File: src/rtl/ffha_pkg.sv
// Shared types and constants for the first-fit heap allocator.
`default_nettype none

package ffha_pkg;

  localparam int unsigned OFF_W      = 16;
  localparam int unsigned SIZE_W     = 32;
  localparam int unsigned STAT_W     = 2;
  localparam int unsigned ENTRY_W    = 2 * OFF_W;
  localparam int unsigned IN_DATA_W  = 48;
  localparam int unsigned OUT_DATA_W = 24;

  localparam logic KIND_ALLOC = 1'b0;
  localparam logic KIND_FREE  = 1'b1;

  typedef enum logic [STAT_W-1:0] {
    ST_OK       = 2'd0,
    ST_NO_SPACE = 2'd1,
    ST_BAD_FREE = 2'd2
  } status_e;

  // table read address source
  typedef enum logic [1:0] {
    RD_IDX,
    RD_PTR_DN,
    RD_PTR_UP
  } rd_sel_e;

  typedef struct packed {
    logic    latch;
    logic    init_walk;
    logic    rd_en;
    rd_sel_e rd_sel;
    logic    inc_idx;
    logic    step_prev;
    logic    ptr_from_count;
    logic    ptr_from_idx;
    logic    ptr_dec;
    logic    ptr_inc;
    logic    wr_shift;
    logic    wr_new;
    logic    cnt_inc;
    logic    cnt_dec;
    logic    load_res;
    status_e res_status;
    logic    res_off;
  } cmd_t;

  typedef struct packed {
    logic is_free;
    logic reject;
    logic free_bad;
    logic idx_at_end;
    logic fit;
    logic match;
    logic ptr_eq_idx;
    logic ptr_last;
    logic out_busy;
  } sts_t;

endpackage

`default_nettype wire

File: src/rtl/ffha_ram.sv
// Generic single-write, single-read RAM with registered read data.
`default_nettype none

module ffha_ram #(
  parameter int unsigned WIDTH = 32,
  parameter int unsigned DEPTH = 64,
  localparam int unsigned AW = (DEPTH > 1) ? $clog2(DEPTH) : 1
) (
  input  wire logic             clk_i,
  input  wire logic             we_i,
  input  wire logic [AW-1:0]    waddr_i,
  input  wire logic [WIDTH-1:0] wdata_i,
  input  wire logic             re_i,
  input  wire logic [AW-1:0]    raddr_i,
  output      logic [WIDTH-1:0] rdata_o
);

  logic [WIDTH-1:0] mem_q [DEPTH];
  logic [WIDTH-1:0] rdata_q;

  always_ff @(posedge clk_i) begin
    if (we_i) begin
      mem_q[waddr_i] <= wdata_i;
    end
    if (re_i) begin
      rdata_q <= mem_q[raddr_i];
    end
  end

  assign rdata_o = rdata_q;

endmodule

`default_nettype wire

File: src/rtl/ffha_dp.sv
// Datapath: request latches, block table, walk/shift pointers, result register.
`default_nettype none

module ffha_dp #(
  parameter int unsigned HEAP_BYTES   = 65536,
  parameter int unsigned HEADER_BYTES = 12,
  parameter int unsigned MAX_BLOCKS   = 64
) (
  input  wire logic                          clk_i,
  input  wire logic                          rst_ni,
  input  wire ffha_pkg::cmd_t                cmd_i,
  output      ffha_pkg::sts_t                sts_o,
  input  wire logic                          req_kind_i,
  input  wire logic [ffha_pkg::SIZE_W-1:0]   req_size_i,
  input  wire logic [ffha_pkg::OFF_W-1:0]    req_off_i,
  input  wire logic                          m_tready_i,
  output      logic                          m_tvalid_o,
  output      logic [ffha_pkg::OFF_W-1:0]    m_off_o,
  output      logic [ffha_pkg::STAT_W-1:0]   m_status_o
);

  localparam int unsigned AW = (MAX_BLOCKS > 1) ? $clog2(MAX_BLOCKS) : 1;
  localparam int unsigned CW = $clog2(MAX_BLOCKS + 1);
  localparam int unsigned OW = ffha_pkg::OFF_W;
  localparam int unsigned EW = ffha_pkg::ENTRY_W;

  localparam logic [OW-1:0] FOOT     = OW'(HEAP_BYTES - HEADER_BYTES);
  localparam logic [OW-1:0] HDR16    = OW'(HEADER_BYTES);
  localparam logic [OW+1:0] HDR18    = (OW+2)'(HEADER_BYTES);
  localparam logic [OW:0]   FREE_LO  = (OW+1)'(2 * HEADER_BYTES);
  localparam logic [OW:0]   FREE_HI  = (OW+1)'(HEAP_BYTES - HEADER_BYTES);
  localparam logic [CW-1:0] CNT_MAX  = CW'(MAX_BLOCKS);

  // request
  logic          kind_q;
  logic          big_q;
  logic [OW-1:0] size_lo_q;
  logic [OW-1:0] off_q;

  // walk state
  logic [CW-1:0] count_q, count_d;
  logic [CW-1:0] idx_q, idx_d;
  logic [CW-1:0] ptr_q, ptr_d;
  logic [OW+1:0] prev_end_q, prev_end_d;

  // result
  logic          out_valid_q;
  logic [OW-1:0] out_off_q;
  logic [ffha_pkg::STAT_W-1:0] out_status_q;

  // table
  logic [EW-1:0] rd_data;
  logic [AW-1:0] rd_addr;
  logic [AW-1:0] wr_addr;
  logic [EW-1:0] wr_data;
  logic          wr_en;
  logic [OW-1:0] rd_start;
  logic [OW-1:0] rd_len;

  logic [CW-1:0] ptr_dn;
  logic [CW-1:0] ptr_up;
  logic [OW+1:0] next_hdr;
  logic [OW+1:0] gap;
  logic [OW+1:0] need;
  logic [OW-1:0] hdr_addr;

  assign rd_start = rd_data[OW-1:0];
  assign rd_len   = rd_data[EW-1:OW];
  assign ptr_dn   = ptr_q - 1'b1;
  assign ptr_up   = ptr_q + 1'b1;
  assign hdr_addr = off_q - HDR16;

  always_comb begin
    unique case (cmd_i.rd_sel)
      ffha_pkg::RD_IDX:    rd_addr = idx_q[AW-1:0];
      ffha_pkg::RD_PTR_DN: rd_addr = ptr_dn[AW-1:0];
      ffha_pkg::RD_PTR_UP: rd_addr = ptr_up[AW-1:0];
      default:             rd_addr = idx_q[AW-1:0];
    endcase
  end

  assign wr_en   = cmd_i.wr_shift | cmd_i.wr_new;
  assign wr_addr = cmd_i.wr_new ? idx_q[AW-1:0] : ptr_q[AW-1:0];
  assign wr_data = cmd_i.wr_new ? {size_lo_q, prev_end_q[OW-1:0]} : rd_data;

  ffha_ram #(
    .WIDTH (EW),
    .DEPTH (MAX_BLOCKS)
  ) u_table (
    .clk_i   (clk_i),
    .we_i    (wr_en),
    .waddr_i (wr_addr),
    .wdata_i (wr_data),
    .re_i    (cmd_i.rd_en),
    .raddr_i (rd_addr),
    .rdata_o (rd_data)
  );

  // gap test against the next header (foot sentinel past the last block)
  always_comb begin
    next_hdr = sts_o.idx_at_end ? {2'b00, FOOT} : {2'b00, rd_start};
    gap      = next_hdr - prev_end_q;
    need     = HDR18 + {2'b00, size_lo_q};
  end

  always_comb begin
    sts_o.is_free    = (kind_q == ffha_pkg::KIND_FREE);
    sts_o.reject     = big_q | (count_q >= CNT_MAX);
    sts_o.free_bad   = ({1'b0, off_q} < FREE_LO) | ({1'b0, off_q} >= FREE_HI);
    sts_o.idx_at_end = (idx_q == count_q);
    sts_o.fit        = ~big_q & (next_hdr >= prev_end_q) & (gap >= need);
    sts_o.match      = (rd_start == hdr_addr);
    sts_o.ptr_eq_idx = (ptr_q == idx_q);
    sts_o.ptr_last   = (ptr_up == count_q);
    sts_o.out_busy   = out_valid_q & ~m_tready_i;
  end

  always_comb begin
    count_d = count_q;
    if (cmd_i.cnt_inc) begin
      count_d = count_q + 1'b1;
    end else if (cmd_i.cnt_dec) begin
      count_d = count_q - 1'b1;
    end

    idx_d = idx_q;
    if (cmd_i.init_walk) begin
      idx_d = '0;
    end else if (cmd_i.inc_idx) begin
      idx_d = idx_q + 1'b1;
    end

    ptr_d = ptr_q;
    priority if (cmd_i.ptr_from_count) begin
      ptr_d = count_q;
    end else if (cmd_i.ptr_from_idx) begin
      ptr_d = idx_q;
    end else if (cmd_i.ptr_dec) begin
      ptr_d = ptr_dn;
    end else if (cmd_i.ptr_inc) begin
      ptr_d = ptr_up;
    end

    prev_end_d = prev_end_q;
    if (cmd_i.init_walk) begin
      prev_end_d = HDR18;
    end else if (cmd_i.step_prev) begin
      prev_end_d = {2'b00, rd_start} + HDR18 + {2'b00, rd_len};
    end
  end

  always_ff @(posedge clk_i or negedge rst_ni) begin
    if (!rst_ni) begin
      count_q     <= '0;
      idx_q       <= '0;
      ptr_q       <= '0;
      out_valid_q <= 1'b0;
    end else begin
      count_q <= count_d;
      idx_q   <= idx_d;
      ptr_q   <= ptr_d;
      if (cmd_i.load_res) begin
        out_valid_q <= 1'b1;
      end else if (m_tready_i) begin
        out_valid_q <= 1'b0;
      end
    end
  end

  always_ff @(posedge clk_i) begin
    prev_end_q <= prev_end_d;
    if (cmd_i.latch) begin
      kind_q    <= req_kind_i;
      big_q     <= |req_size_i[ffha_pkg::SIZE_W-1:OW];
      size_lo_q <= req_size_i[OW-1:0];
      off_q     <= req_off_i;
    end
    if (cmd_i.load_res) begin
      out_status_q <= cmd_i.res_status;
      out_off_q    <= cmd_i.res_off ? (prev_end_q[OW-1:0] + HDR16) : '0;
    end
  end

  assign m_tvalid_o = out_valid_q;
  assign m_off_o    = out_off_q;
  assign m_status_o = out_status_q;

endmodule

`default_nettype wire

File: src/rtl/ffha_ctrl.sv
// Controller: sequences table walk, shift and result for each request.
`default_nettype none

module ffha_ctrl (
  input  wire logic           clk_i,
  input  wire logic           rst_ni,
  input  wire logic           s_tvalid_i,
  output      logic           s_tready_o,
  input  wire ffha_pkg::sts_t sts_i,
  output      ffha_pkg::cmd_t cmd_o
);

  typedef enum logic [3:0] {
    IDLE,
    DECIDE,
    WALK_RD,
    WALK_CHK,
    ASH_CHK,
    ASH_WR,
    INSERT,
    FSH_CHK,
    FSH_WR,
    RESP
  } state_e;

  state_e            state_q, state_d;
  ffha_pkg::status_e res_status_q, res_status_d;
  logic              res_off_q, res_off_d;
  logic              res_set;

  assign s_tready_o = (state_q == IDLE);

  always_comb begin
    state_d      = state_q;
    res_set      = 1'b0;
    res_status_d = ffha_pkg::ST_OK;
    res_off_d    = 1'b0;
    cmd_o        = '0;
    cmd_o.rd_sel = ffha_pkg::RD_IDX;
    cmd_o.res_status = res_status_q;
    cmd_o.res_off    = res_off_q;

    unique case (state_q)
      IDLE: begin
        if (s_tvalid_i) begin
          cmd_o.latch = 1'b1;
          state_d     = DECIDE;
        end
      end
      DECIDE: begin
        cmd_o.init_walk = 1'b1;
        if (sts_i.is_free ? sts_i.free_bad : sts_i.reject) begin
          res_set      = 1'b1;
          res_status_d = sts_i.is_free ? ffha_pkg::ST_BAD_FREE : ffha_pkg::ST_NO_SPACE;
          state_d      = RESP;
        end else begin
          state_d = WALK_RD;
        end
      end
      WALK_RD: begin
        if (sts_i.is_free && sts_i.idx_at_end) begin
          res_set      = 1'b1;
          res_status_d = ffha_pkg::ST_BAD_FREE;
          state_d      = RESP;
        end else begin
          cmd_o.rd_en = 1'b1;
          state_d     = WALK_CHK;
        end
      end
      WALK_CHK: begin
        if (sts_i.is_free) begin
          if (sts_i.match) begin
            cmd_o.ptr_from_idx = 1'b1;
            state_d            = FSH_CHK;
          end else begin
            cmd_o.inc_idx = 1'b1;
            state_d       = WALK_RD;
          end
        end else if (sts_i.fit) begin
          cmd_o.ptr_from_count = 1'b1;
          state_d              = ASH_CHK;
        end else if (sts_i.idx_at_end) begin
          res_set      = 1'b1;
          res_status_d = ffha_pkg::ST_NO_SPACE;
          state_d      = RESP;
        end else begin
          cmd_o.step_prev = 1'b1;
          cmd_o.inc_idx   = 1'b1;
          state_d         = WALK_RD;
        end
      end
      ASH_CHK: begin
        if (sts_i.ptr_eq_idx) begin
          state_d = INSERT;
        end else begin
          cmd_o.rd_en  = 1'b1;
          cmd_o.rd_sel = ffha_pkg::RD_PTR_DN;
          state_d      = ASH_WR;
        end
      end
      ASH_WR: begin
        cmd_o.wr_shift = 1'b1;
        cmd_o.ptr_dec  = 1'b1;
        state_d        = ASH_CHK;
      end
      INSERT: begin
        cmd_o.wr_new  = 1'b1;
        cmd_o.cnt_inc = 1'b1;
        res_set       = 1'b1;
        res_status_d  = ffha_pkg::ST_OK;
        res_off_d     = 1'b1;
        state_d       = RESP;
      end
      FSH_CHK: begin
        if (sts_i.ptr_last) begin
          cmd_o.cnt_dec = 1'b1;
          res_set       = 1'b1;
          res_status_d  = ffha_pkg::ST_OK;
          state_d       = RESP;
        end else begin
          cmd_o.rd_en  = 1'b1;
          cmd_o.rd_sel = ffha_pkg::RD_PTR_UP;
          state_d      = FSH_WR;
        end
      end
      FSH_WR: begin
        cmd_o.wr_shift = 1'b1;
        cmd_o.ptr_inc  = 1'b1;
        state_d        = FSH_CHK;
      end
      RESP: begin
        if (!sts_i.out_busy) begin
          cmd_o.load_res = 1'b1;
          state_d        = IDLE;
        end
      end
      default: state_d = IDLE;
    endcase
  end

  always_ff @(posedge clk_i or negedge rst_ni) begin
    if (!rst_ni) begin
      state_q      <= IDLE;
      res_status_q <= ffha_pkg::ST_OK;
      res_off_q    <= 1'b0;
    end else begin
      state_q <= state_d;
      if (res_set) begin
        res_status_q <= res_status_d;
        res_off_q    <= res_off_d;
      end
    end
  end

endmodule

`default_nettype wire

File: src/rtl/first_fit_heap_allocator.sv
// Top level: first-fit heap allocator with an address-ordered block table.
// Sequencing per request: an allocate walks the table to the first fitting gap, moves
//   the later entries up one place and writes the new block; a free walks to the matching
//   entry and moves the later entries down; a rejected request goes straight to the result.
// Throughput: one request at a time; the next transfer can be taken in the cycle after the
//   result loads. Reset: asynchronous, active low; table empty.
`default_nettype none

module first_fit_heap_allocator #(
  parameter int unsigned HEAP_BYTES   = 65536,
  parameter int unsigned HEADER_BYTES = 12,
  parameter int unsigned MAX_BLOCKS   = 64
) (
  input  wire logic clk_i,
  input  wire logic rst_ni,
  // request channel
  input  wire logic                               s_axis_tvalid,
  output      logic                               s_axis_tready,
  input  wire logic [ffha_pkg::IN_DATA_W-1:0]     s_axis_tdata,  // request_size[31:0], free_offset[47:32]
  input  wire logic                               s_axis_tuser,  // kind: 0 allocate, 1 free
  // result channel
  output      logic                               m_axis_tvalid,
  input  wire logic                               m_axis_tready,
  output      logic [ffha_pkg::OUT_DATA_W-1:0]    m_axis_tdata   // payload_offset[15:0], status[17:16], zero pad
);

  ffha_pkg::cmd_t cmd;
  ffha_pkg::sts_t sts;

  logic [ffha_pkg::OFF_W-1:0]  res_off;
  logic [ffha_pkg::STAT_W-1:0] res_status;

  // Controller only accepts a transfer when idle; a waiting result sits in the
  // datapath output register and does not hold off the next request.
  ffha_ctrl u_ctrl (
    .clk_i      (clk_i),
    .rst_ni     (rst_ni),
    .s_tvalid_i (s_axis_tvalid),
    .s_tready_o (s_axis_tready),
    .sts_i      (sts),
    .cmd_o      (cmd)
  );

  ffha_dp #(
    .HEAP_BYTES   (HEAP_BYTES),
    .HEADER_BYTES (HEADER_BYTES),
    .MAX_BLOCKS   (MAX_BLOCKS)
  ) u_dp (
    .clk_i      (clk_i),
    .rst_ni     (rst_ni),
    .cmd_i      (cmd),
    .sts_o      (sts),
    .req_kind_i (s_axis_tuser),
    .req_size_i (s_axis_tdata[31:0]),
    .req_off_i  (s_axis_tdata[47:32]),
    .m_tready_i (m_axis_tready),
    .m_tvalid_o (m_axis_tvalid),
    .m_off_o    (res_off),
    .m_status_o (res_status)
  );

  assign m_axis_tdata = {6'b000000, res_status, res_off};

endmodule

`default_nettype wire
File: config.mk
export PLATFORM = sky130hd
export DESIGN_NAME = first_fit_heap_allocator
export DESIGN_NICKNAME = d
export VERILOG_FILES = /design/src/rtl/ffha_pkg.sv /design/src/rtl/ffha_ram.sv /design/src/rtl/ffha_dp.sv /design/src/rtl/ffha_ctrl.sv /design/src/rtl/first_fit_heap_allocator.sv
export SDC_FILE = /design/constraint.sdc
export NUM_CORES = 2
export LEC_CHECK = 0
export ABC_AREA = 1
export BUFFER_PORTS_ARGS = -buffer_cell sky130_fd_sc_hd__buf_2
export CAP_MARGIN = 5
export CORE_ASPECT_RATIO = 1.5
export CORE_MARGIN = 10
export CORE_UTILIZATION = 50
export DETAILED_ROUTE_END_ITERATION = 16
export PLACE_DENSITY = 0.65
export SLEW_MARGIN = 20
export SYNTH_ARGS = -nofsm -noshare
export SYNTH_HDL_FRONTEND = slang
export SYNTH_HIERARCHICAL = 1
export SYNTH_SLANG_ARGS = --single-unit
File: constraint.sdc
create_clock -name clk_i -period 11.6 [get_ports clk_i]
set_clock_uncertainty 0.2 [all_clocks]
set_input_delay 2.32 -clock clk_i [delete_from_list [all_inputs] [get_ports clk_i]]
set_output_delay 2.32 -clock clk_i [all_outputs]
set_load 0.02 [all_outputs]
; After elaboration in Yosys (flattened, before gate mapping)
; Memory sizes are Yosys's and may differ from the RTL's. A register that Yosys moved wholly into a read port is not among the register bits.
; Cells that the tools add are included.
[totals]
regBits = 99
ramBits = 2048
input_bits = 53
out_inout_bits = 26
elab_cells = 132
memories = 1
[classes]
addsub = 11
order_cmp = 5
eq_ne = 17
mux = 67
bitwise_logic = 8
reduce_logical = 9
[memory_table]
columns = name, depth, width, read_ports, rd_clocked_by_memory_dff, write_ports, line_no
row1 = u_dp.u_table.mem_q, 64, 32, 1, 1, 1, ffha_ram.sv:18  ; logic [WIDTH-1:0] mem_q [DEPTH];
[ops]
columns = cell, count
row1 = two-way mux 7 bit, 8
row2 = one-hot mux 4 bit (10 select lines), 1
row3 = >= comparator 18 bit, 2
row4 = two-way mux 32 bit, 1
row5 = two-way mux 4 bit, 8
row6 = two-way mux 1 bit, 29
row7 = "adder 7 x 1 -> 7 bit, second input constant", 3
row8 = == test 7 bit, 3
row9 = two-way mux 2 bit, 10
row10 = adder 18 x 16 -> 18 bit, 1
row11 = subtractor 18 bit, 1
row12 = "adder 16 x 4 -> 17 bit, second input constant", 1
row13 = "adder 4 x 16 -> 17 bit, first input constant", 1
row14 = "adder 16 x 4 -> 16 bit, second input constant", 1
row15 = == test 16 bit, 1
row16 = "== test 4 x 3 -> 1 bit, second input constant", 4
row17 = ">= comparator 16 bit, second input constant", 1
row18 = "less-than comparator 16 x 5 -> 1 bit, second input constant", 1
row19 = two-way mux 16 bit, 1
row20 = OR reduction 16 bit, 1
row21 = "subtractor 16 x 4 -> 16 bit, second input constant", 1
row22 = "subtractor 7 x 1 -> 7 bit, second input constant", 2
row23 = one-hot mux 6 bit (2 select lines), 1
row24 = two-way mux 3 bit, 3
row25 = other kinds (21), 31

; Depth between registers and ports, before layout
[depth]
word_depth = 10
ltp_mapped = 38
depth_no_buf = 36

; Cells and area by module
; The synthesis kept the hierarchy.
[by_module_without_submodules]
columns = module, instances, cells_per_inst, area_each_um2, seq_area_each_um2
row1 = ffha_ram, 1, 6769, 83058.4, 62459.9
row2 = ffha_dp, 1, 1066, 7961.4, 2472.4
row3 = ffha_ctrl, 1, 99, 624.3, 175.2
row4 = first_fit_heap_allocator, 1, 7, 48.8, 0.0

; Worst setup path before layout
; Ideal clock, no wire load.
[synth_timing]
kind = register to register
start = register u_ctrl.state_q[2]
end = memory u_dp.u_table.mem_q[50][0], enable pin
setup_ns = 0.503
arrival_time_ns = 5.132
t_required_ns = 10.897
slack_ns = 5.765
stages_incl_launch_ff = 13
n_path_buf = 4
synth_period_minus_slack_ns = 5.835
cell_sequence = dfrtp_1 > inv_2 > nor2_2 > nand3_1 > inv_1 > buf_4 > clkbuf_1 > clkbuf_1 > nand2_1 > o21ai_0 > clkbuf_1 > inv_1 > nor4_1
[synth_rtl]
columns = element, line_no
row1 = from (decl), ffha_ctrl.sv:26  ; state_e state_q, state_d;
row2 = from (signal assigned), ffha_ctrl.sv:147  ; state_q <= state_d;
row3 = to (decl), ffha_ram.sv:18

==> summary.md <==
| Metric | Value |
|---|---|
| Routed via count | 62,200 |
| Fin cells | 10,500 |
| Drt first pass iters | 8 |
| Switching Fraction | 0.191 |
| FMAX | 138 MHz |
| Max_slew headroom | 0.226 |
| Max IR drop VDD | 0.126 mV |
| Max Fanout on Critical Path | 161 |
| Largest cells by area after synthesis | edfxtp_1, nand3_1, nand2_1 |
| Worst setup SP type | flop |
| Mapped Cells | 7,941 |
| Synth Area in Adders | 0.0114 |
| Setup Fix Bufs, Post-CTS | 0 |
| Largest net degree at the start of global routing | 201 |
| Worst min path class | flop to flop |
| WL/cell | 25.4 microns |
| Final worst-path cycle share | 0.623 |
| Initial Util | 0.503 |
| Chip width | 370 microns |
| Worst setup path class | flop to flop |
| IO Pins | 79 |
| Max H-tree Level | 4 |
| Slew Viols, Final | 0 |
| Syn avg cell area | 11.5 sq um |
| Dpl cells | 10,100 |
| Critical Path End Type | flop |
| DP HPWL | 141,000 microns |
| Register-to-Register Path Depth | 24 |
| Post-synthesis compound-gate area fraction | 0.0126 |
| Num CTS Buffers | 197 |
| Largest family of logic cells by synthesized area | simple AND/OR/NAND/NOR gates |
| PortBufs | 72 |
| Internal power | 11.9 mW |
| Maxcap violations | 0 |
| # hold bufs at CTS | 0 |
| Nets | 8,028 |
| Number of antenna violations at the first check in global routing | 7 |
| Global-route wire length before repair | 389,000 microns |
| Core area | 182,000 sq um |
| Clock share of power | 0.422 |
| Clock buffer depth | 4 |
| Outcome | finished clean |
| Die Ht | 544 microns |
| Hold Path Depth | 0 |
| Net Sw Power | 2.81 mW |
| Warning count from the yosys run | 6 |
| Library cells used by synthesis | 59 |
| Resized cells post-CTS | 0 |
| Clk slew on worst S/H paths | 0.06 ns |
| Grt total ovfl | 0 |
| Xor/xnor share of the synthesized area | 0.00797 |
| Final hold violations | 0 |
| Setup TNS | 0 ns |
| Worst Path Required | 12.08 ns |
| Tot Pwr | 14.7 mW |
| Synth Register Bits | 2,179 |
| Post-Syn Area | 91,700 sq um |
| Share of cells above drive strength 1 | 0.0829 |
| Endpoints failing setup | 0 |
| Minimum clock period | 7.22 ns |
| Worst-margin pin slew | 1.16 ns |
| Layout area overhead | 10.1% |
| Post-synthesis mux area share | 0 |
| Crit path DAT | 7.70 ns |
| Placer Congestion | 0.904 |
| Fin area | 101,000 sq um |
| Area post-placement | 94,900 sq um |
| Final Util | 0.554 |
| Overall Global Routing Usage | 0.258 |
| DIE AREA | 201,000 sq um |
| DRC | 0 |
| Top FF cell, synth | edfxtp_1 |
| Combinational power share | 0.001 |
| Share of total power in sequential cells | 0.577 |
| Starting DRT DRC Count | 7,261 |
| Yosys top cell area share | 0.698 |
| Leading area contributor after synthesis | edfxtp_1 |
| Leakage | 36.6 nW |
| Detail Route Antenna Nets | 0 |
| RSZ-0062 raised after global routing | false |
| Power per cell area | 146 nW/um^2 |
| Vias in the first global route | 59,400 |
| CTS Root Cell | clkbuf_16 |
| DR vias/cell | 5.94 |
| Fraction of registers with async set/reset | 0.0133 |
| CTS tree | done |
| Clk sinks | 2,179 |
| Routed WL | 266,000 microns |
| Skew-Pair Late Insertion Delay | 0.85 ns |
| # rows | 192 |
| Seq/Total Area, Yosys | 0.710 |
| Post-synth EDFFs | 2,132 |
| Synth Area in Simple Gates | 0.223 |
-- per-stage QoR --
stage	setup slack [ns]	hold slack (ns)
finish	4.38	0.259
global placement	4.39	0.238
floorplan	5.76	0.226
detailed placement	4.31	0.241
global route	3.94	0.278
CTS	4.31	0.256
-- flip-flops by register name, indices dropped and copies added (netlist names) --
name                  count
u_ctrl/res_status_q       2
u_dp/m_off_o             16
u_dp/m_tvalid_o           1
u_dp/size_lo_q           16
u_ctrl/res_off_q          1
u_dp/kind_q               1
u_ctrl/state_q            4
u_dp/off_q               16
u_dp/ptr_q                7
u_dp/m_status_o           2
u_dp/u_table/rdata_o     32
u_dp/count_q              7
u_dp/prev_end_q          18
u_dp/big_q                1
u_dp/u_table/mem_q     2048
u_dp/idx_q                7
-- power groups by stage --
stage / logic (mW) / registers (mW) / clock network (mW)
after floorplan: 0.00356 / 8.67 / 0
after CTS: 0.0133 / 8.50 / 6.27
after global placement: 0.0127 / 8.67 / 0
after detailed placement: 0.0130 / 8.67 / 0
final: 0.0131 / 8.50 / 6.21
after global routing: 0.0147 / 8.50 / 6.58
-- synth_stat cells, drive strengths merged (12+ instances only) --
| cell | number |
|---|---|
| a21oi | 76 |
| buf | 387 |
| clkbuf | 96 |
| dfrtp | 29 |
| dfxtp | 18 |
| edfxtp | 2132 |
| ha | 79 |
| inv | 187 |
| nand2 | 2520 |
| nand3 | 1962 |
| nand4 | 30 |
| nor2 | 162 |
| nor3 | 16 |
| nor4 | 18 |
| o211ai | 12 |
| o21ai | 90 |
| xnor2 | 32 |
| xor2 | 48 |
-- worst max-delay path, stage by stage, from the launching register on --
cell     delay, ns
dfrtp_1       0.50
ha_1          0.26
xor2_1        0.31
or2_2         0.18
nand4_1       0.07
nor2_1        0.11
nand4_1       0.08
nor3_1        0.30
nor2_1        0.14
ha_1          0.23
o21ai_0       0.32
o21ai_4       0.09
buf_12        0.25
inv_16        0.57
buf_4         0.82
buf_4         0.48
buf_16        0.34
nand2_1       0.09
nand3_1       0.08
nand3_1       0.08
nand3_1       0.12
nand3_1       0.26
nand2_1       0.17
nand2_1       0.36
nand2_1       0.21
-- layout by cell type, fill, tap and decap left out, types with 29 or more instances in the layout --
master and count:
clkbuf_1 41, xor2_1 47, ha_1 79, nand3_1 1958, nand2_1 2504, nor2_4 60
o21ai_0 59, clkbuf_16 202, buf_4 146, clkinv_1 47, buf_2 72, o21ai_4 29
dfrtp_1 29, clkinv_2 39, a21oi_1 74, nor2_1 90, inv_1 169, xnor2_1 32
edfxtp_1 2132
-- layer usage --
| layer | GRT usage | vias to the layer above | part of all wire |
|---|---|---|---|
| met1 | 0.329 | 30500 | 0.37 |
| met3 | 0.0347 | 618 | 0.092 |
| met4 | 0.142 | 2 | 0.061 |
| met2 | 0.428 | 3176 | 0.48 |
| met5 | 0 | - | 0.000049 |
| li1 | - | 27900 | - |
-- cells by family after synthesis --
family,Yosys count
DFF,2179
other,1
AOI/OAI and AO/OA,208
buffers and inverters,673
xor gates and xnor gates,81
and+or+nand+nor,4717
adders and majority gates,82
-- final timing paths --
path	start	to	slack, ns
worst max-delay path	u_dp/ptr_q[0]$_DFFE_PN0P_	u_dp/u_table/rdata_o[20]$_DFFE_PP_	4.38
worst min-delay path	u_ctrl/res_status_q[0]$_DFFE_PN0P_	u_dp/m_status_o[0]$_DFFE_PP_	0.26
worst max register to register	u_dp/ptr_q[0]$_DFFE_PN0P_	u_dp/u_table/rdata_o[20]$_DFFE_PP_	4.38
worst min register to register	u_ctrl/res_status_q[0]$_DFFE_PN0P_	u_dp/m_status_o[0]$_DFFE_PP_	0.26
max in group asynchronous	rst_ni	u_ctrl/res_off_q$_DFFE_PN0P_	9.39
min in group asynchronous	rst_ni	u_dp/count_q[3]$_DFFE_PN0P_	1.35
-- layout make-up --
class / count / area (sq um)
clock inverter: 106 / 781
inverter: 190 / 749
sequential: 2179 / 65100
multi-input combinational: 5094 / 24300
clock buffer: 243 / 5210
antenna: 2 / 5.00
tap: 2425 / 3030
timing repair buffer: 231 / 1740
fill: 14800 / 81400
Power figures use the tool's default switching activity.
